## src/design/cst_pkg.sv

```systemverilog
package cst_pkg;

  localparam int SLOTS    = 64;
  localparam int WAITERS  = 32;

  localparam int OP_W     = 3;
  localparam int ID_W     = 16;
  localparam int CNT_W    = 16;
  localparam int PID_W    = 8;
  localparam int STAT_W   = 2;

  localparam int SLOT_AW  = (SLOTS > 1) ? $clog2(SLOTS) : 1;
  localparam int USED_W   = $clog2(SLOTS + 1);
  localparam int HEAD_W   = (WAITERS > 1) ? $clog2(WAITERS) : 1;
  localparam int WCNT_W   = $clog2(WAITERS + 1);
  localparam int WT_DEPTH = SLOTS * WAITERS;
  localparam int WT_AW    = (WT_DEPTH > 1) ? $clog2(WT_DEPTH) : 1;

  localparam logic [ID_W-1:0]  FIRST_AUTO_ID = ID_W'(10);
  localparam logic [CNT_W-1:0] CNT_MAX       = '1;

  localparam int CMDQ_DEPTH = 2;

  typedef enum logic [OP_W-1:0] {
    OP_OPEN     = 3'd0,
    OP_OPEN_ANY = 3'd1,
    OP_CLOSE    = 3'd2,
    OP_WAIT     = 3'd3,
    OP_POST     = 3'd4
  } op_e;

  typedef enum logic [STAT_W-1:0] {
    STAT_OK      = 2'd0,
    STAT_INVALID = 2'd1,
    STAT_NOSPACE = 2'd2,
    STAT_QFULL   = 2'd3
  } status_e;

  typedef struct packed {
    op_e              op;
    logic             bad;
    logic [ID_W-1:0]  id;
    logic [CNT_W-1:0] value;
    logic [PID_W-1:0] pid;
  } cmd_t;

  typedef struct packed {
    logic [ID_W-1:0]   id;
    logic [CNT_W-1:0]  cnt;
    logic [HEAD_W-1:0] head;
    logic [WCNT_W-1:0] wcnt;
  } slot_ent_t;

  typedef struct packed {
    status_e          status;
    logic [ID_W-1:0]  assigned;
    logic             blocked;
    logic             wake_valid;
    logic [PID_W-1:0] wake_pid;
  } rsp_t;

endpackage

```

## src/design/cst_cmd_fifo.sv

```systemverilog
module cst_cmd_fifo import cst_pkg::*; (
  input  logic clk_i,
  input  logic rst_ni,
  input  logic push_valid_i,
  output logic push_ready_o,
  input  cmd_t push_cmd_i,
  output logic pop_valid_o,
  input  logic pop_ready_i,
  output cmd_t pop_cmd_o
);

  localparam int QAW = (CMDQ_DEPTH > 1) ? $clog2(CMDQ_DEPTH) : 1;
  localparam int QCW = $clog2(CMDQ_DEPTH + 1);

  cmd_t           mem_q [CMDQ_DEPTH];
  logic [QAW-1:0] wr_q, rd_q;
  logic [QCW-1:0] cnt_q;
  logic           push, pop;

  assign push_ready_o = (cnt_q != QCW'(CMDQ_DEPTH));
  assign pop_valid_o  = (cnt_q != '0);
  assign pop_cmd_o    = mem_q[rd_q];
  assign push         = push_valid_i && push_ready_o;
  assign pop          = pop_valid_o && pop_ready_i;

  always_ff @(posedge clk_i) begin
    if (push) begin
      mem_q[wr_q] <= push_cmd_i;
    end
  end

  always_ff @(posedge clk_i or negedge rst_ni) begin
    if (!rst_ni) begin
      wr_q  <= '0;
      rd_q  <= '0;
      cnt_q <= '0;
    end else begin
      if (push) begin
        wr_q <= (wr_q == QAW'(CMDQ_DEPTH - 1)) ? '0 : wr_q + QAW'(1);
      end
      if (pop) begin
        rd_q <= (rd_q == QAW'(CMDQ_DEPTH - 1)) ? '0 : rd_q + QAW'(1);
      end
      if (push && !pop) begin
        cnt_q <= cnt_q + QCW'(1);
      end else if (pop && !push) begin
        cnt_q <= cnt_q - QCW'(1);
      end
    end
  end

endmodule

```

## config.mk

```make
export PLATFORM = sky130hd
export DESIGN_NAME = cst_cmd_fifo
export DESIGN_NICKNAME = d
export VERILOG_FILES = /design/src/design/cst_pkg.sv /design/src/design/cst_cmd_fifo.sv
export SDC_FILE = /design/constraint.sdc
export NUM_CORES = 1
export LEC_CHECK = 0
export BUFFER_PORTS_ARGS = -buffer_cell sky130_fd_sc_hd__buf_2
export CAP_MARGIN = 20
export CORE_ASPECT_RATIO = 0.7
export CORE_MARGIN = 4
export CORE_UTILIZATION = 45
export DETAILED_ROUTE_END_ITERATION = 12
export PLACE_DENSITY_LB_ADDON = 0.2
export SYNTH_ARGS = -nofsm -noshare
export SYNTH_HDL_FRONTEND = slang
export SYNTH_SLANG_ARGS = --single-unit
export TNS_END_PERCENT = 30
```

## constraint.sdc

```tcl
create_clock -name clk_i -period 7.35 [get_ports clk_i]
set_clock_uncertainty 0.2 [all_clocks]
set_input_delay 0.735 -clock clk_i [delete_from_list [all_inputs] [get_ports clk_i]]
set_output_delay 0.735 -clock clk_i [all_outputs]
set_load 0.005 [all_outputs]
```

=== Yosys cells after proc, flatten, opt, wreduce, memory -nomap -nowiden ===
Memory sizes are Yosys's and may differ from the RTL's.
Index checks and enable logic that the tools add are counted.

* Bits in registers: 4
* Bits in latches: 0
* Bits in writable memories: 88
* Bits in read-only memories: 0
* Memories: 1

* Add/subtract/negate cells: 4
* $mul: 0
* Divide/modulo/power cells: 0
* Order comparisons: 0
* Equal/unequal tests: 1
* Shifts and indexed selects: 0
* Muxes and demuxes: 6
* Bitwise logic cells: 0
* Reductions and logical operators: 8

{| class="wikitable"
|+ Memory list
! name !! depth !! bits a word !! read ports !! clocked after memory_dff !! wr ports !! line !! source
|-
| mem_q || 2 || 44 || 1 || 0 || 1 || cst_cmd_fifo.sv:15 || <nowiki>cmd_t mem_q [CMDQ_DEPTH];</nowiki>
|}

{| class="wikitable"
|+ Operator list
! operator !! number
|-
| $logic_and 1x1->1 || 4
|-
| $mux 1 || 4
|-
| $mux 2 || 2
|-
| $reduce_bool 2->1 || 2
|-
| $add 1x1->1 const B || 2
|-
| $add 2x1->2 const B || 1
|-
| $logic_not 1->1 || 2
|-
| $ne 2x2->1 const B || 1
|-
| $sub 2x1->2 const B || 1
|}

=== Longest topological paths before layout ===
* Word-level depth: 6
* Gate-level depth with buffers: 7

=== Worst setup path before layout ===
No wires, ideal clock.

* Kind: input port to flip-flop
* Start: input push_valid_i
* End: memory mem_q[0][0] in the netlist's numbering, enable pin
* Setup time: 0.445 ns
* Arrival time: 2.674 ns
* Data required time: 6.705 ns
* Setup slack: 4.030 ns
* Stages: 2
* Cells stage by stage: nand2_1 -> nor2_1

* Cells in the longest elaborated chain, start to end: 3

{| class="wikitable"
|+ Ends and longest elaborated chain
! item !! line !! source
|-
| from (decl) || cst_cmd_fifo.sv:4 || <nowiki>input logic push_valid_i,</nowiki>
|-
| $logic_and 1x1->1 || cst_cmd_fifo.sv:23 || <nowiki>assign push = push_valid_i && push_ready_o;</nowiki>
|-
| $mux 1 || cst_cmd_fifo.sv:27 || <nowiki>if (push) begin</nowiki>
|-
| $mux 1 (implied by the code) || cst_cmd_fifo.sv:28 || <nowiki>mem_q[wr_q] <= push_cmd_i;</nowiki>
|-
| to (decl) || cst_cmd_fifo.sv:15 ||
|}

No other way between the ends.

==> metrics.md <==
| Metric | Value |
|---|---|
| WL per Instance | `around 16 um` |
| P per Cell Area | `a little under 400 nW/um^2` |
| Drt pass-1 iters | `4` |
| Worst setup margin | `approximately 4200 ps` |
| Hold Violations, Final | `0` |
| CP Capture Type | `output port` |
| Register area share after synthesis | `between 70% and 80%` |
| Synth-to-layout area growth | `22.9%` |
| Total CTS buffers | `9` |
| H-tree depth | `3` |
| Synth Area in Compound Gates | `0%` |
| Pre-CTS setup slack | `4520 ps` |
| Initial core utilization | `47.5%` |
| Root Buffer | `clkbuf_16` |
| Number of fill cells in the layout | `about 580` |
| Worst rel slew slack | `roughly 52%` |
| Core area | `between 7000 and 8000 sq um` |
| Top cells by area, synth | `edfxtp_1 (74%), mux2_4 (16%), dfrtp_1 (2.8%), buf_12 (2.2%), mux2_2 (1.6%)` |
| Vias in the first global route | `1811` |
| Fmax | `319 MHz` |
| Finished Core Util | `about three fifths` |
| Synthesis-stage register bit count | `slightly above 90` |
| Pwr Total | `1.69 mW` |
| TNS Setup | `0 ps` |
| Peak VDD IR | `0.173 mV` |
| Final nets | `roughly 310` |
| Layout cell share with drive strength beyond 1 | `between 50 and 60%` |
| Hold slack | `292 ps` |
| Synth unique cells | `15` |
| # diodes | `0` |
| Syn Nets | `a little over 200` |
| Commonest non-fill, non-tap cell in the layout | `buf_2` |
| Yosys top cell by area | `edfxtp_1` |
| Total congestion overflow | `0` |
| Setup Fix Bufs, Post-CTS | `0` |
| Design Area, Final | `around 4400 sq um` |
| DRT Wirelength | `between 5 and 6 mm` |
| Min Clock Period, post-route | `approximately 3100 ps` |
| Initial drt markers | `63` |
| Area occupied by multi-input gates | `approximately 740 sq um` |
| First-pass GRT wire length | `just under 9 mm` |
| Sequential standard cell area | `between 2000 and 3000 sq um` |
| P_leak | `roughly 1.8 nW` |
| Post-route non-filler standard cell count | `360` |
| RePlAce Congestion | `around 0.7` |
| Final Cycle Share | `42.7%` |
| Simple-gate share of the synthesized area | `less than 1%` |
| Status | `completed` |
| Crit path max fanout | `23` |
| MaxCap Viol Count | `0` |
| Worst EP arrival | `about 2200 ps` |
| XOR/XNOR share of the synthesized area | `between 1 and 1.5%` |
| Number of setup violations in the final report | `0` |
| DIE AREA | `9440 sq um` |
| Mapped cell area | `approximately 3600 sq um` |
| Pin count of the biggest net entering global routing | `45` |
| Post-DRT Antenna Nets | `0` |
| Clock Sinks | `between 90 and 100` |
| Most frequent cells in the layout | `buf_2 (93), edfxtp_1 (88), mux2_4 (39)` |
| TritonCTS clock tree | `built` |
| Top-area cell type share of the netlist area | `around three quarters` |
| Critical Path RT | `between 6000 and 7000 ps` |
| Combinational family with the most area after synthesis | `multiplexers` |
| Count of buffers from port buffering | `93` |
| Antenna violations before repair | `1` |
| GRT Total Usage | `approximately an eighth` |
| Slew @ Worst Pin | `approximately 730 ps` |
| # rows | `26` |
| CP Class | `reg -> out` |
| Drt drc | `0` |
| Mux share of post-synthesis cell area | `between 10% and 20%` |
| RSZ-0062 raised after global routing | `no` |
| Routed vias/inst | `between 4 and 5` |
| Worst Hold Class | `reg -> reg` |
| Adder-cell share of the synthesized area | `less than 1%` |
| Post-DP HPWL | `3.95 mm` |
| Die Ht | `approximately 83 um` |
| Mean Syn Cell Area | `23.0 sq um` |
| Inst Count DP | `343` |
| CTS clk-pin slew, worst paths | `around 60 ps` |
| Top-level I/O count | `94` |
| Post-CTS resize count | `0` |
| Startpoint Class | `register` |
| Die Wd | `about 110 um` |
| Synth warnings | `0` |
| Mapped Cells | `roughly 160` |
| Pins over their slew limit | `0` |
| Placed cell areas | `just over 4000 sq um` |
| Worst-skew pair later-pin latency | `~320 ps` |
| Longest Clk Path Bufs | `2` |
| Vias | `approximately 1700` |
## flip-flops by register name, indices dropped and copies added, names as in the netlist
name and flops:
cnt_q 2, mem_q 88, wr_q 1, rd_q 1
## where the power goes
group	internal (mW)	total [mW]	leakage [nW]	switching, mW
clock	0.227	0.403	0.125	0.176
combinational	0.290	0.502	0.777	0.212
sequential	0.718	0.784	0.863	0.0662
## worst max-delay path, stage by stage, from the launching register on
cell and delay (ps):
dfrtp_2 840, buf_4 490, mux2_2 400, buf_2 130
## synth_stat cells
master    number
edfxtp_1      88
mux2_4        39
mux2_2         5
buf_12         4
dfrtp_1        4
xnor2_1        3
nand2_1        2
nor2_1         2
xor2_1         2
and3_1         1
buf_6          1
ha_1           1
inv_1          1
nand2b_1       1
or2_1          1
## worst paths after layout
check	startpoint	slack [ps]	cells after the start	endpoint
max in group asynchronous	rst_ni	6290	2	rd_q
worst max-delay path	rd_q	4210	3	pop_cmd_o[30]
worst min register to register	cnt_q[1]	290	1	cnt_q[1]
worst min-delay path	cnt_q[1]	290	1	cnt_q[1]
min in group asynchronous	rst_ni	530	2	cnt_q[1]
worst max register to register	cnt_q[0]	5130	4	mem_q[0][20]
## final cells by class
class / instances / area share (%)
flip-flops and latches: 92 / 62.5
clock buffers: 9 / 5.13
well taps: 98 / 2.79
repair buffers: 97 / 11.6
inverters: 1 / 0.0855
multi-input cells: 57 / 16.9
clock inverters: 6 / 0.941
## cell families after synthesis
| logic type | count (synthesis) |
|---|---|
| fa+ha+maj | 1 |
| mux | 44 |
| flops | 92 |
| buf+inv | 6 |
| simple gates | 7 |
| xor+xnor | 5 |
## layer usage
metal,up-vias,share of wire (%),track usage (%)
met3,7,9.1,7.06
li1,808,-,-
met1,801,41,14.6
met2,60,49,21.8
met4,2,0.46,2.85
met5,-,0.12,0
## repair_timing
| item | CTS | global route |
|---|---|---|
| hold buffers | 1 | 0 |
| hold endpoints to repair | 4 | 0 |
| endpoints found under the setup margin | 0 | 0 |
Power figures use the tool's default switching activity.
