[src/design/cst_pkg.sv]
package cst_pkg;

  localparam int SLOTS    = 64;
  localparam int WAITERS  = 32;

  localparam int OP_W     = 3;
  localparam int ID_W     = 16;
  localparam int CNT_W    = 16;
  localparam int PID_W    = 8;
  localparam int STAT_W   = 2;

  localparam int SLOT_AW  = (SLOTS > 1) ? $clog2(SLOTS) : 1;
  localparam int USED_W   = $clog2(SLOTS + 1);
  localparam int HEAD_W   = (WAITERS > 1) ? $clog2(WAITERS) : 1;
  localparam int WCNT_W   = $clog2(WAITERS + 1);
  localparam int WT_DEPTH = SLOTS * WAITERS;
  localparam int WT_AW    = (WT_DEPTH > 1) ? $clog2(WT_DEPTH) : 1;

  localparam logic [ID_W-1:0]  FIRST_AUTO_ID = ID_W'(10);
  localparam logic [CNT_W-1:0] CNT_MAX       = '1;

  localparam int CMDQ_DEPTH = 2;

  typedef enum logic [OP_W-1:0] {
    OP_OPEN     = 3'd0,
    OP_OPEN_ANY = 3'd1,
    OP_CLOSE    = 3'd2,
    OP_WAIT     = 3'd3,
    OP_POST     = 3'd4
  } op_e;

  typedef enum logic [STAT_W-1:0] {
    STAT_OK      = 2'd0,
    STAT_INVALID = 2'd1,
    STAT_NOSPACE = 2'd2,
    STAT_QFULL   = 2'd3
  } status_e;

  typedef struct packed {
    op_e              op;
    logic             bad;
    logic [ID_W-1:0]  id;
    logic [CNT_W-1:0] value;
    logic [PID_W-1:0] pid;
  } cmd_t;

  typedef struct packed {
    logic [ID_W-1:0]   id;
    logic [CNT_W-1:0]  cnt;
    logic [HEAD_W-1:0] head;
    logic [WCNT_W-1:0] wcnt;
  } slot_ent_t;

  typedef struct packed {
    status_e          status;
    logic [ID_W-1:0]  assigned;
    logic             blocked;
    logic             wake_valid;
    logic [PID_W-1:0] wake_pid;
  } rsp_t;

endpackage

[src/design/cst_if.sv]
interface cst_req_if;
  import cst_pkg::*;
  logic              valid;
  logic              ready;
  logic [OP_W-1:0]   operation;
  logic [ID_W-1:0]   sem_id;
  logic [CNT_W-1:0]  initial_value;
  logic [PID_W-1:0]  caller_pid;

  modport source (output valid, operation, sem_id, initial_value, caller_pid, input ready);
  modport sink   (input valid, operation, sem_id, initial_value, caller_pid, output ready);
endinterface


[src/design/cst_front.sv]
module cst_front import cst_pkg::*; (
  cst_req_if.sink  req_i,
  input  logic     push_ready_i,
  output logic     push_valid_o,
  output cmd_t     push_cmd_o
);

  logic op_bad;
  logic id_bad;

  assign op_bad = (req_i.operation > OP_POST);
  assign id_bad = (req_i.operation != OP_OPEN_ANY) && (req_i.sem_id == '0);

  assign req_i.ready  = push_ready_i;
  assign push_valid_o = req_i.valid;

  always_comb begin
    push_cmd_o.op    = op_bad ? OP_OPEN : op_e'(req_i.operation);
    push_cmd_o.bad   = op_bad || id_bad;
    push_cmd_o.id    = req_i.sem_id;
    push_cmd_o.value = req_i.initial_value;
    push_cmd_o.pid   = req_i.caller_pid;
  end

endmodule

[src/flat_wrapper.sv]
// flat-port wrapper written by rule: the top's interface ports become plain ports
module cst_front_flat import cst_pkg::*;
  (push_ready_i, push_valid_o, push_cmd_o, req_i_valid, req_i_operation, req_i_sem_id, req_i_initial_value, req_i_caller_pid, req_i_ready);
  cst_req_if req_i_i ();
  input  logic push_ready_i;
  output logic push_valid_o;
  output cmd_t push_cmd_o;
  input wire logic [$bits(req_i_i.valid)-1:0] req_i_valid;
  input wire logic [$bits(req_i_i.operation)-1:0] req_i_operation;
  input wire logic [$bits(req_i_i.sem_id)-1:0] req_i_sem_id;
  input wire logic [$bits(req_i_i.initial_value)-1:0] req_i_initial_value;
  input wire logic [$bits(req_i_i.caller_pid)-1:0] req_i_caller_pid;
  output wire logic [$bits(req_i_i.ready)-1:0] req_i_ready;
  assign req_i_i.valid = req_i_valid;
  assign req_i_i.operation = req_i_operation;
  assign req_i_i.sem_id = req_i_sem_id;
  assign req_i_i.initial_value = req_i_initial_value;
  assign req_i_i.caller_pid = req_i_caller_pid;
  assign req_i_ready = req_i_i.ready;
  cst_front u_core (.req_i(req_i_i), .push_ready_i(push_ready_i), .push_valid_o(push_valid_o), .push_cmd_o(push_cmd_o));
endmodule
[config.mk]
export PLATFORM = sky130hd
export DESIGN_NAME = cst_front_flat
export DESIGN_NICKNAME = d
export VERILOG_FILES = /design/src/design/cst_pkg.sv /design/src/design/cst_if.sv /design/src/design/cst_front.sv /design/src/flat_wrapper.sv
export SDC_FILE = /design/constraint.sdc
export NUM_CORES = 1
export LEC_CHECK = 0
export BUFFER_PORTS_ARGS = -buffer_cell sky130_fd_sc_hd__buf_2
export CAP_MARGIN = 10
export CORE_MARGIN = 4
export CORE_UTILIZATION = 22
export DETAILED_ROUTE_END_ITERATION = 10
export PLACE_DENSITY = 0.78
export SYNTH_ARGS = -nofsm -noshare
export SYNTH_HDL_FRONTEND = slang
export SYNTH_SLANG_ARGS = --single-unit
[constraint.sdc]
create_clock -name vclk -period 0.8
set_input_delay 0.04 -clock vclk [all_inputs]
set_output_delay 0.04 -clock vclk [all_outputs]
set_load 0.02 [all_outputs]
# ---- Yosys cells after proc, flatten, opt, wreduce, memory -nomap -nowiden
# Index checks and enable logic that the tools add are counted.
dict set report op_classes {
  order_cmp 1
  eq_ne 1
  mux 1
  n_reduce_logical 3
}
# op n
set ops {}
lappend ops {{16-bit logical NOT} 1}
lappend ops {{3-bit greater-than comparator, second input constant} 1}
lappend ops {{3-bit 2-to-1 mux} 1}
lappend ops {{3-bit by 1-bit != test with 1-bit output, second input constant} 1}
lappend ops {{1-bit logical AND} 1}
lappend ops {{1-bit logical OR} 1}
dict set report word_totals {
  regBits 0
  output_inout_bits 46
  elab_cells 6
}

# ---- Depth between registers and ports, before layout
# Gate-level depths: netlist of run 1.
dict set report logic_depth {
  depth_word 3
  depth_mapped 3
  depth_no_buf 3
}

# ---- Worst setup path after synthesis of run 1
# Ideal clock, no wire load.
dict set report synth_timing {
  kind {input to output}
  start {input port req_i_sem_id[1]}
  end {output port push_cmd_o[40] in the netlist's numbering}
  t_arrival_ns 0.709
  slack_ns 0.051
  cell_stages 3
  n_path_buf 0
  path_cell_list {nor4_2 > nand3_1 > o21ai_1}
}
# element line
set synth_rtl {}
lappend synth_rtl {{start: declaration} flat_wrapper.sv:10} ;# input wire logic [$bits(req_i_i.sem_id)-1:0] req_i_sem_id;
lappend synth_rtl {{end: declaration} flat_wrapper.sv:7} ;# output cmd_t push_cmd_o;

==> qor.csv, run 1 <==
stage,metric,value,unit
global_route,global route hottest layer,met2,
worst_setup_path,Setup crit end kind,output port,
timing,count of final setup violators,1,
drt,Total Wirelength,864,um
placed_design,HPWL Detailed,752,um
synthesis,Netlist Area Pre-Place,400,um2
run_status,failing checks,negative setup slack,
worst_setup_path,"Max FO, Critical Path",2,
power_and_ir_drop,VDD IR max,140,uV
clock_tree,post-CTS setup repair buffer count,0,
final_layout,sequential cells,0,
final_layout,n_diodes,0,
synthesis,Ys Warns,0,
worst_setup_path,crit path cell chain,buf_6 -> nor4_4 -> nand3_1 -> o21ai_1 -> buf_4,
floorplanning,Site Rows,15,
timing,fin crit share,111,%
clock_tree,CTS Hold Bufs,0,
placed_design,GP Congestion,0.547,
final_layout,area grow syn2layout,-10.9,%
global_route,met3 GRT Util,2.97,%
drt,drt first pass iters,1,
timing,Tmin final,0.886,ns
run_status,outcome,"finished, violations left",
floorplanning,Top Ports,91,
timing,worst setup margin,-0.0857,ns
global_route,initial antenna violation count,0,
worst_setup_path,max incr delay on CP,0.26,ns
synthesis,syn_nets,99,
final_layout,register area,0,um2
global_route,GR Overflow Total,0,
run,Max Cap Viol,0,
drt,Via Count,297,
worst_setup_path,Worst path slowest cell,nor4_4,
timing,fmax,1.13,GHz
global_route,GR Util met2,11.3,%
final_layout,NumNets Final,98,
worst_setup_path,"Data arrival, critical path",0.85,ns
floorplanning,Die ar.,2570,um2
global_route,Total GRT Usage,5.64,%
timing,Final Slew Violations,0,
drt,DRC viols,0,
final_layout,"commonest cells after routing, fill and taps aside","buf_2 (34), buf_6 (4), o21ai_1 (2), nor4_4 (2)",
global_route,number of global-route vias before repair,283,
floorplanning,chip height,50.7,um
timing,RSZ-0062 raised after global routing,yes,
floorplanning,Core Region,1730,um2
drt,wire per inst,11.4,um
final_layout,"most common cell after layout, fill and taps aside",buf_2,
timing,Relative slew margins,85.4,%
synthesis,Yosys cell types,10,
hold_path,Hold Path Class,input pin to output port,
global_route,routing usage on met1,5.09,%
worst_setup_path,CP required,0.76,ns
final_layout,final core utilization,20.7,%
floorplanning,Die X,50.7,um
worst_setup_path,crit start category,input pin,
global_route,largest net degree at the start of global routing,5,
timing,Worst Max-Slew Pin Slew,0.217,ns
synthesis,Synth Instances,54,
global_route,global-route wire length before repair,1.20,mm
drt,vias per cell,3.91,
synthesis,Avg Synthesized Cell Area,7.41,um2
drt,number of DRC markers in iteration 0,0,
placed_design,Buffers on Ports,39,
power_and_ir_drop,total power per unit cell area,634,nW/um2
synthesis,post-synthesis sequential area ratio,0,%
worst_setup_path,Worst Setup Path Type,input pin to output port,
drt,ANT nets after route,0,
final_layout,share of layout cells above drive strength 1,82.4,%
timing,"Hold Vio Cnt, Final",0,
timing,post-route setup TNS,-0.0857,ns
power_and_ir_drop,Pleak,0.185,nW
floorplanning,starting density of the core,23.2,%
final_layout,clkbuf count,0,
[critical path, delay by kind of cell]
family          cells  cell delay, ns
compound gates      1            0.15
buf+inv             2            0.26
simple gates        2            0.40
[synth_stat cells (all sizes together)]
master | instances | share of area [%]
buf | 42 | 79
o21ai | 3 | 3.7
nor2 | 1 | 0.94
nor2b | 1 | 1.6
nand3 | 1 | 1.2
nor4 | 4 | 11
inv | 1 | 0.94
nor3b | 1 | 1.9
[repair_timing]
action	CTS	global route
setup endpoints to repair	1	1
hold endpoints to repair	0	0
gates resized for setup	4	4
pin swaps	3	5
[cell type report]
type	instances	area, um2
fillers	200	1370
repair buffers	39	223
multi-input cells	11	98.8
well taps	25	31.3
inverters	1	3.75
[path summary, 6_finish.rpt]
kind	depth (start not counted)	slack, ns	start	end
hold / removal	0	0.08	req_i_initial_value[3]	push_cmd_o[11]
setup / recovery	5	-0.09	req_i_sem_id[12]	push_cmd_o[40]
[logic make-up (layout without fill, tap and decap cells)]
family / after synthesis / after routing / share of synthesized area (%)
AND/OR/NAND/NOR: 8 / 8 / 16.6
buffers and inverters: 43 / 40 / 79.7
AO/OA/AOI/OAI: 3 / 3 / 3.75
[report_power, final]
group / switching [mW] / internal [mW] / total, mW
registers: 0 / 0 / 0
clock network: 0 / 0 / 0
logic: 0.132 / 0.0940 / 0.226
total: 0.132 / 0.0940 / 0.226
[metrics by stage]
step | power, mW | cell area (um2) | cells | setup WS, ns | hold WS [ns]
3_3_place_gp | 0.198 | 312 | 76 | -0.105 | 0.0801
3_5_place_dp | 0.203 | 312 | 76 | -0.184 | 0.0801
5_1_grt | 0.242 | 357 | 76 | -0.156 | 0.0800
2_1_floorplan | 0.336 | 400 | 54 | 0.0507 | 0.155
6_report | 0.226 | 357 | 76 | -0.0857 | 0.0800
4_1_cts | 0.217 | 335 | 76 | -0.135 | 0.0801
[layer usage]
| metal | wire (um) | share of wire, % |
|---|---|---|
| met1 | 267 | 31 |
| met2 | 437 | 51 |
| met3 | 159 | 18 |
| met4 | 0 | 0 |
| met5 | 0 | 0 |
(Power assumes the default switching activity.)
==> run 2, diff against run 1 <==
--- a/config.mk
+++ b/config.mk
@@ -6,11 +6,11 @@
 export NUM_CORES = 1
 export LEC_CHECK = 0
 export BUFFER_PORTS_ARGS = -buffer_cell sky130_fd_sc_hd__buf_2
-export CAP_MARGIN = 10
+export CAP_MARGIN = 5
 export CORE_MARGIN = 4
 export CORE_UTILIZATION = 22
 export DETAILED_ROUTE_END_ITERATION = 10
-export PLACE_DENSITY = 0.78
+export PLACE_DENSITY = 0.81
 export SYNTH_ARGS = -nofsm -noshare
 export SYNTH_HDL_FRONTEND = slang
 export SYNTH_SLANG_ARGS = --single-unit
==> qor.csv, run 2 (synthesis results as in run 1) <==
stage,metric,value,unit,change
run_status,outcome,"finished, violations left",,unchanged
run_status,failing checks,negative setup slack,,unchanged
timing,Worst Max-Slew Pin Slew,0.226,ns,was 0.217 ns
worst_setup_path,crit path cell chain,buf_2 -> nor4_2 -> o21ai_1 -> o21ai_2 -> buf_6,,was buf_6 -> nor4_4 -> nand3_1 -> o21ai_1 -> buf_4
final_layout,n_diodes,0,,unchanged
worst_setup_path,max incr delay on CP,0.28,ns,was 0.26 ns
timing,Final Slew Violations,0,,unchanged
timing,fmax,1.13,GHz,about the same
timing,Relative slew margins,84.8,%,was 85.4%
power_and_ir_drop,VDD IR max,148,uV,was 140 uV
worst_setup_path,Worst path slowest cell,nor4_2,,was nor4_4
drt,metal3 WL,162,um,was 159 um
power_and_ir_drop,Tot Pwr,0.244,mW,was 0.226 mW
drt,drt first pass iters,1,,unchanged
worst_setup_path,Setup crit end kind,output port,,unchanged
drt,ANT nets after route,0,,unchanged
placed_design,Placed Cells,76,,unchanged
worst_setup_path,CP endpoint,push_cmd_o[40],,unchanged
final_layout,sequential cells,0,,unchanged
global_route,Total GRT Usage,6.00,%,was 5.64%
worst_setup_path,crit start category,input pin,,unchanged
final_layout,"most common cell after layout, fill and taps aside",buf_2,,unchanged
final_layout,share of layout cells above drive strength 1,88.2,%,was 82.4%
floorplanning,Top Ports,91,,unchanged
placed_design,GP Congestion,0.518,,was 0.547
final_layout,NumNets Final,98,,unchanged
final_layout,"commonest cells after routing, fill and taps aside","buf_2 (32), buf_6 (6), nor4_4 (3)",,"was buf_2 (34), buf_6 (4), o21ai_1 (2), nor4_4 (2)"
drt,DRC viols,0,,unchanged
placed_design,HPWL Detailed,717,um,was 752 um
global_route,global-route wire length before repair,1.26,mm,was 1.20 mm
floorplanning,starting density of the core,23.2,%,unchanged
global_route,GR Overflow Total,0,,unchanged
floorplanning,Site Rows,15,,unchanged
drt,number of DRC markers in iteration 0,0,,unchanged
run,Max Cap Viol,0,,unchanged
final_layout,clkbuf count,0,,unchanged
final_layout,register area,0,um2,unchanged
worst_setup_path,Worst Setup SP,req_i_sem_id[0],,was req_i_sem_id[12]
global_route,largest net degree at the start of global routing,5,,unchanged
timing,"Hold Vio Cnt, Final",0,,unchanged
floorplanning,Core Region,1730,um2,unchanged
drt,met2 WL post-DR,430,um,was 437 um
drt,Total Wirelength,872,um,was 864 um
drt,vias per cell,3.87,,was 3.91
hold_path,Hold Path Class,input pin to output port,,unchanged
floorplanning,Die X,50.7,um,unchanged
placed_design,Buffers on Ports,39,,unchanged
worst_setup_path,WP buf/inv,2,,unchanged
worst_setup_path,CP top delay family,simple AND/OR/NAND/NOR gates,,unchanged
timing,Tmin final,0.882,ns,was 0.886 ns
worst_setup_path,Worst Setup Path Type,input pin to output port,,unchanged
worst_setup_path,"Max FO, Critical Path",2,,unchanged
timing,worst setup margin,-0.0821,ns,was -0.0857 ns
power_and_ir_drop,Pleak,0.193,nW,was 0.185 nW
clock_tree,post-CTS setup repair buffer count,0,,unchanged
global_route,initial antenna violation count,0,,unchanged
timing,fin crit share,110,%,was 111%
drt,metal1 wirelength,275,um,was 267 um
timing,count of final setup violators,1,,unchanged
drt,max layer used,met4,,was met3
power_and_ir_drop,total power per unit cell area,620,nW/um2,was 634 nW/um2
floorplanning,Die ar.,2570,um2,unchanged
worst_setup_path,path length in cells of the critical path,5,,unchanged
placed_design,Setup WS pre-CTS,-0.132,ns,was -0.184 ns
final_layout,fill cell count,200,,unchanged
global_route,number of global-route vias before repair,261,,was 283
worst_setup_path,CP required,0.76,ns,about the same
worst_setup_path,"Data arrival, critical path",0.84,ns,was 0.85 ns
final_layout,area grow syn2layout,-1.87,%,was -10.9%
drt,Via Count,294,,was 297
drt,wire per inst,11.5,um,was 11.4 um
final_layout,"non-filler cells, final",76,,unchanged
floorplanning,chip height,50.7,um,unchanged
timing,RSZ-0062 raised after global routing,yes,,unchanged
[run 2: per-stage QoR]
stage / hold WS (ns) / utilization (%) / TNS, ns / instance area, um2
global placement: 0.0801 / 18.0 / -0.104 / 312
CTS: 0.0801 / 20.7 / -0.0950 / 357
finish: 0.0800 / 22.8 / -0.0821 / 393
detailed placement: 0.0801 / 18.0 / -0.132 / 312
global route: 0.0800 / 22.8 / -0.137 / 393
floorplan: 0.155 / - / 0 / 400
[run 2: final cells by class]
class / count / area (um2) / share of cell area (%)
inverters: 1 / 3.75 / 0.955
multi-input cells: 11 / 123 / 31.2
well taps: 25 / 31.3 / 7.96
repair buffers: 39 / 235 / 59.9
[run 2: report_power, final]
| part | switching, mW | internal (mW) | total, mW |
|---|---|---|---|
| Combinational | 0.140 | 0.103 | 0.244 |
| Clock | 0 | 0 | 0 |
| Sequential | 0 | 0 | 0 |
[run 2: layer usage]
layer,vias to the layer above,global-route usage (%)
li1,126,-
met5,-,0
met2,32,11.3
met3,2,2.37
met4,0,0.448
met1,134,6.49
[run 2: repair_timing]
item / 4_1_cts / 5_1_grt
endpoints found under the setup margin: 1 / 1
hold buffers: 0 / 0
gates cloned: 0 / 0
gates resized for setup: 7 / 8
pin swaps: 4 / 4
[run 2: worst min-delay path by stage]
stage | slack, ns | to | cells after the start | start
after detailed placement | 0.08 | push_cmd_o[10] | 0 | req_i_initial_value[2]
after global placement | 0.08 | push_cmd_o[10] | 0 | req_i_initial_value[2]
final | 0.08 | push_cmd_o[11] | 0 | req_i_initial_value[3]
after CTS | 0.08 | push_cmd_o[10] | 0 | req_i_initial_value[2]
after floorplan | 0.15 | push_cmd_o[41] | 1 | req_i_operation[2]
after global routing | 0.08 | push_cmd_o[16] | 0 | req_i_initial_value[8]
==> run 3, diff against run 2 <==
--- a/config.mk
+++ b/config.mk
@@ -5,12 +5,11 @@
 export SDC_FILE = /design/constraint.sdc
 export NUM_CORES = 1
 export LEC_CHECK = 0
-export BUFFER_PORTS_ARGS = -buffer_cell sky130_fd_sc_hd__buf_2
-export CAP_MARGIN = 5
-export CORE_MARGIN = 4
-export CORE_UTILIZATION = 22
+export ABC_AREA = 1
+export CORE_AREA = 4 4 41 43
 export DETAILED_ROUTE_END_ITERATION = 10
-export PLACE_DENSITY = 0.81
+export DIE_AREA = 0 0 45 47
+export DONT_BUFFER_PORTS = 1
 export SYNTH_ARGS = -nofsm -noshare
 export SYNTH_HDL_FRONTEND = slang
 export SYNTH_SLANG_ARGS = --single-unit
==> qor.csv, run 3 <==
stage,metric,value,unit,change
synthesis,Post-synth top cells,"buf_4 (42), nor2_1 (12), nand2_1 (6)",,"was buf_4 (42), nor4_2 (3), o21ai_1 (2)"
drt,wire per inst,13.5,um,was 11.5 um
run_status,outcome,"finished, final reports clean",,"was finished, violations left"
worst_setup_path,Worst Setup Path Type,input pin to output port,,unchanged
timing,Relative slew margins,84.5,%,was 84.8%
final_layout,sequential cells,0,,unchanged
final_layout,NumNets Final,74,,was 98
synthesis,dominant cell type by area after synthesis,buf_4,,unchanged
synthesis,most common cell in the netlist,buf_4,,unchanged
drt,drt first pass iters,1,,unchanged
worst_setup_path,CP required,0.76,ns,about the same
power_and_ir_drop,VDD IR max,42.8,uV,was 148 uV
global_route,GR Overflow Total,0,,unchanged
global_route,global-route wire length before repair,662,um,was 1.26 mm
final_layout,"commonest cells after routing, fill and taps aside","nor2_1 (12), nand2_1 (6), inv_1 (3), buf_4 (3)",,"was buf_2 (32), buf_6 (6), nor4_4 (3)"
worst_setup_path,Setup crit end kind,output port,,unchanged
clock_tree,post-CTS setup repair buffer count,0,,unchanged
timing,fin crit share,77.1,%,was 110%
final_layout,clkbuf count,0,,unchanged
power_and_ir_drop,Pleak,0.0653,nW,was 0.193 nW
power_and_ir_drop,Tot Pwr,0.0567,mW,was 0.244 mW
timing,fmax,1.62,GHz,was 1.13 GHz
floorplanning,Site Rows,13,,was 15
timing,Tmin final,0.617,ns,was 0.882 ns
synthesis,Netlist Area Pre-Place,412,um2,was 400 um2
floorplanning,Top Ports,91,,unchanged
drt,number of DRC markers in iteration 0,0,,unchanged
drt,ANT nets after route,0,,unchanged
placed_design,GP Congestion,0.481,,was 0.518
floorplanning,chip height,47,um,was 50.7 um
final_layout,"most common cell after layout, fill and taps aside",nor2_1,,was buf_2
global_route,Total GRT Usage,3.86,%,was 6.00%
synthesis,Synth Instances,66,,was 54
timing,count of final setup violators,0,,was 1
synthesis,Avg Synthesized Cell Area,6.24,um2,was 7.41 um2
final_layout,n_diodes,0,,unchanged
timing,post-route setup TNS,0,ns,was -0.0821 ns
global_route,initial antenna violation count,0,,unchanged
worst_setup_path,"Data arrival, critical path",0.58,ns,was 0.84 ns
timing,Final Slew Violations,0,,unchanged
drt,Via Count,187,,was 294
synthesis,Yosys top cell area share,76.6,%,was 78.7%
clock_tree,CTS Hold Bufs,0,,unchanged
hold_path,hold path start,req_i_caller_pid[0],,was req_i_initial_value[3]
clock_tree,Post-CTS Resized,0,,was 7
floorplanning,Core Region,1300,um2,was 1730 um2
hold_path,Hold Path Class,input pin to output port,,unchanged
final_layout,share of layout cells above drive strength 1,11.1,%,was 88.2%
final_layout,register area,0,um2,unchanged
synthesis,Ys Warns,0,,unchanged
hold_path,WHS Path Cells,0,,unchanged
floorplanning,Die X,45,um,was 50.7 um
drt,vias per cell,4.45,,was 3.87
worst_setup_path,crit start category,input pin,,unchanged
global_route,number of global-route vias before repair,172,,was 261
timing,"Hold Vio Cnt, Final",0,,unchanged
power_and_ir_drop,total power per unit cell area,412,nW/um2,was 620 nW/um2
floorplanning,starting density of the core,31.6,%,was 23.2%
worst_setup_path,"Max FO, Critical Path",3,,was 2
synthesis,syn_nets,111,,was 99
placed_design,Buffers on Ports,0,,was 39
timing,Worst Max-Slew Pin Slew,0.230,ns,was 0.226 ns
final_layout,area grow syn2layout,-66.6,%,was -1.87%
drt,Total Wirelength,565,um,was 872 um
timing,RSZ-0062 raised after global routing,no,,was yes
global_route,largest net degree at the start of global routing,5,,unchanged
drt,DRC viols,0,,unchanged
floorplanning,Die ar.,2120,um2,was 2570 um2
worst_setup_path,Worst Setup SP,req_i_operation[1],,was req_i_sem_id[0]
placed_design,HPWL Detailed,507,um,was 717 um
synthesis,"top cells by area, synth","buf_4 (77%), nor2_1 (11%), nand2_1 (5.5%)",,"was buf_4 (79%), nor4_2 (9.4%), o21ai_1 (2.5%)"
run,Max Cap Viol,0,,unchanged
synthesis,post-synthesis sequential area ratio,0,%,unchanged
synthesis,Yosys cell types,7,,was 10
[run 3: cell types whose count changed after synthesis, moves of 2 or more]
| cell | change |
|---|---|
| inv_1 | +2 |
| nand2_1 | +6 |
| nor2_1 | +11 |
| nor4_2 | -3 |
| o21ai_1 | -2 |
[run 3: metal layers]
layer / wire, um / part of all wire (%) / vias up / global-route usage [%]
met3: 142 / 25 / 4 / 2.68
met5: 0 / 0 / - / 0
met2: 295 / 52 / 38 / 7.06
met1: 121 / 21 / 67 / 2.92
met4: 6 / 1.1 / 0 / 2.34
li1: - / - / 78 / -
[run 3: critical path, cell delays in order]
cell and delay, ns:
o21ai_0 0.21, inv_1 0.08, nor2_1 0.10, buf_4 0.15
[run 3: through the flow]
stage | hold WS (ns) | cell area, um2 | worst slack (ns) | instances | utilization [%]
6_report | 0.0800 | 138 | 0.183 | 42 | 10.6
5_1_grt | 0.0800 | 138 | 0.107 | 42 | 10.6
4_1_cts | 0.0801 | 138 | 0.157 | 42 | 10.6
3_5_place_dp | 0.0801 | 138 | 0.159 | 42 | 10.6
3_3_place_gp | 0.0801 | 138 | 0.155 | 42 | 10.6
2_1_floorplan | 0.162 | 412 | 0.175 | 66 | -
[run 3: final timing paths]
check | slack (ns) | to
max | 0.18 | push_cmd_o[41]
min | 0.08 | push_cmd_o[0]
[run 3: cells by family after synthesis]
family	share of synthesized area, %
AOI/OAI and AO/OA	1.21
buffers and inverters	79.3
and+or+nand+nor	19.5
[run 3: area by class of cell]
class                      instances  area, um2
fill                             153       1160
inverter                           3       11.3
multi-input combinational         21       85.1
tap                               15       18.8
timing repair buffer               3       22.5
[run 3: power breakdown]
group | switching (mW) | total, mW | internal [mW]
clock network | 0 | 0 | 0
logic | 0.0338 | 0.0567 | 0.0229
registers | 0 | 0 | 0
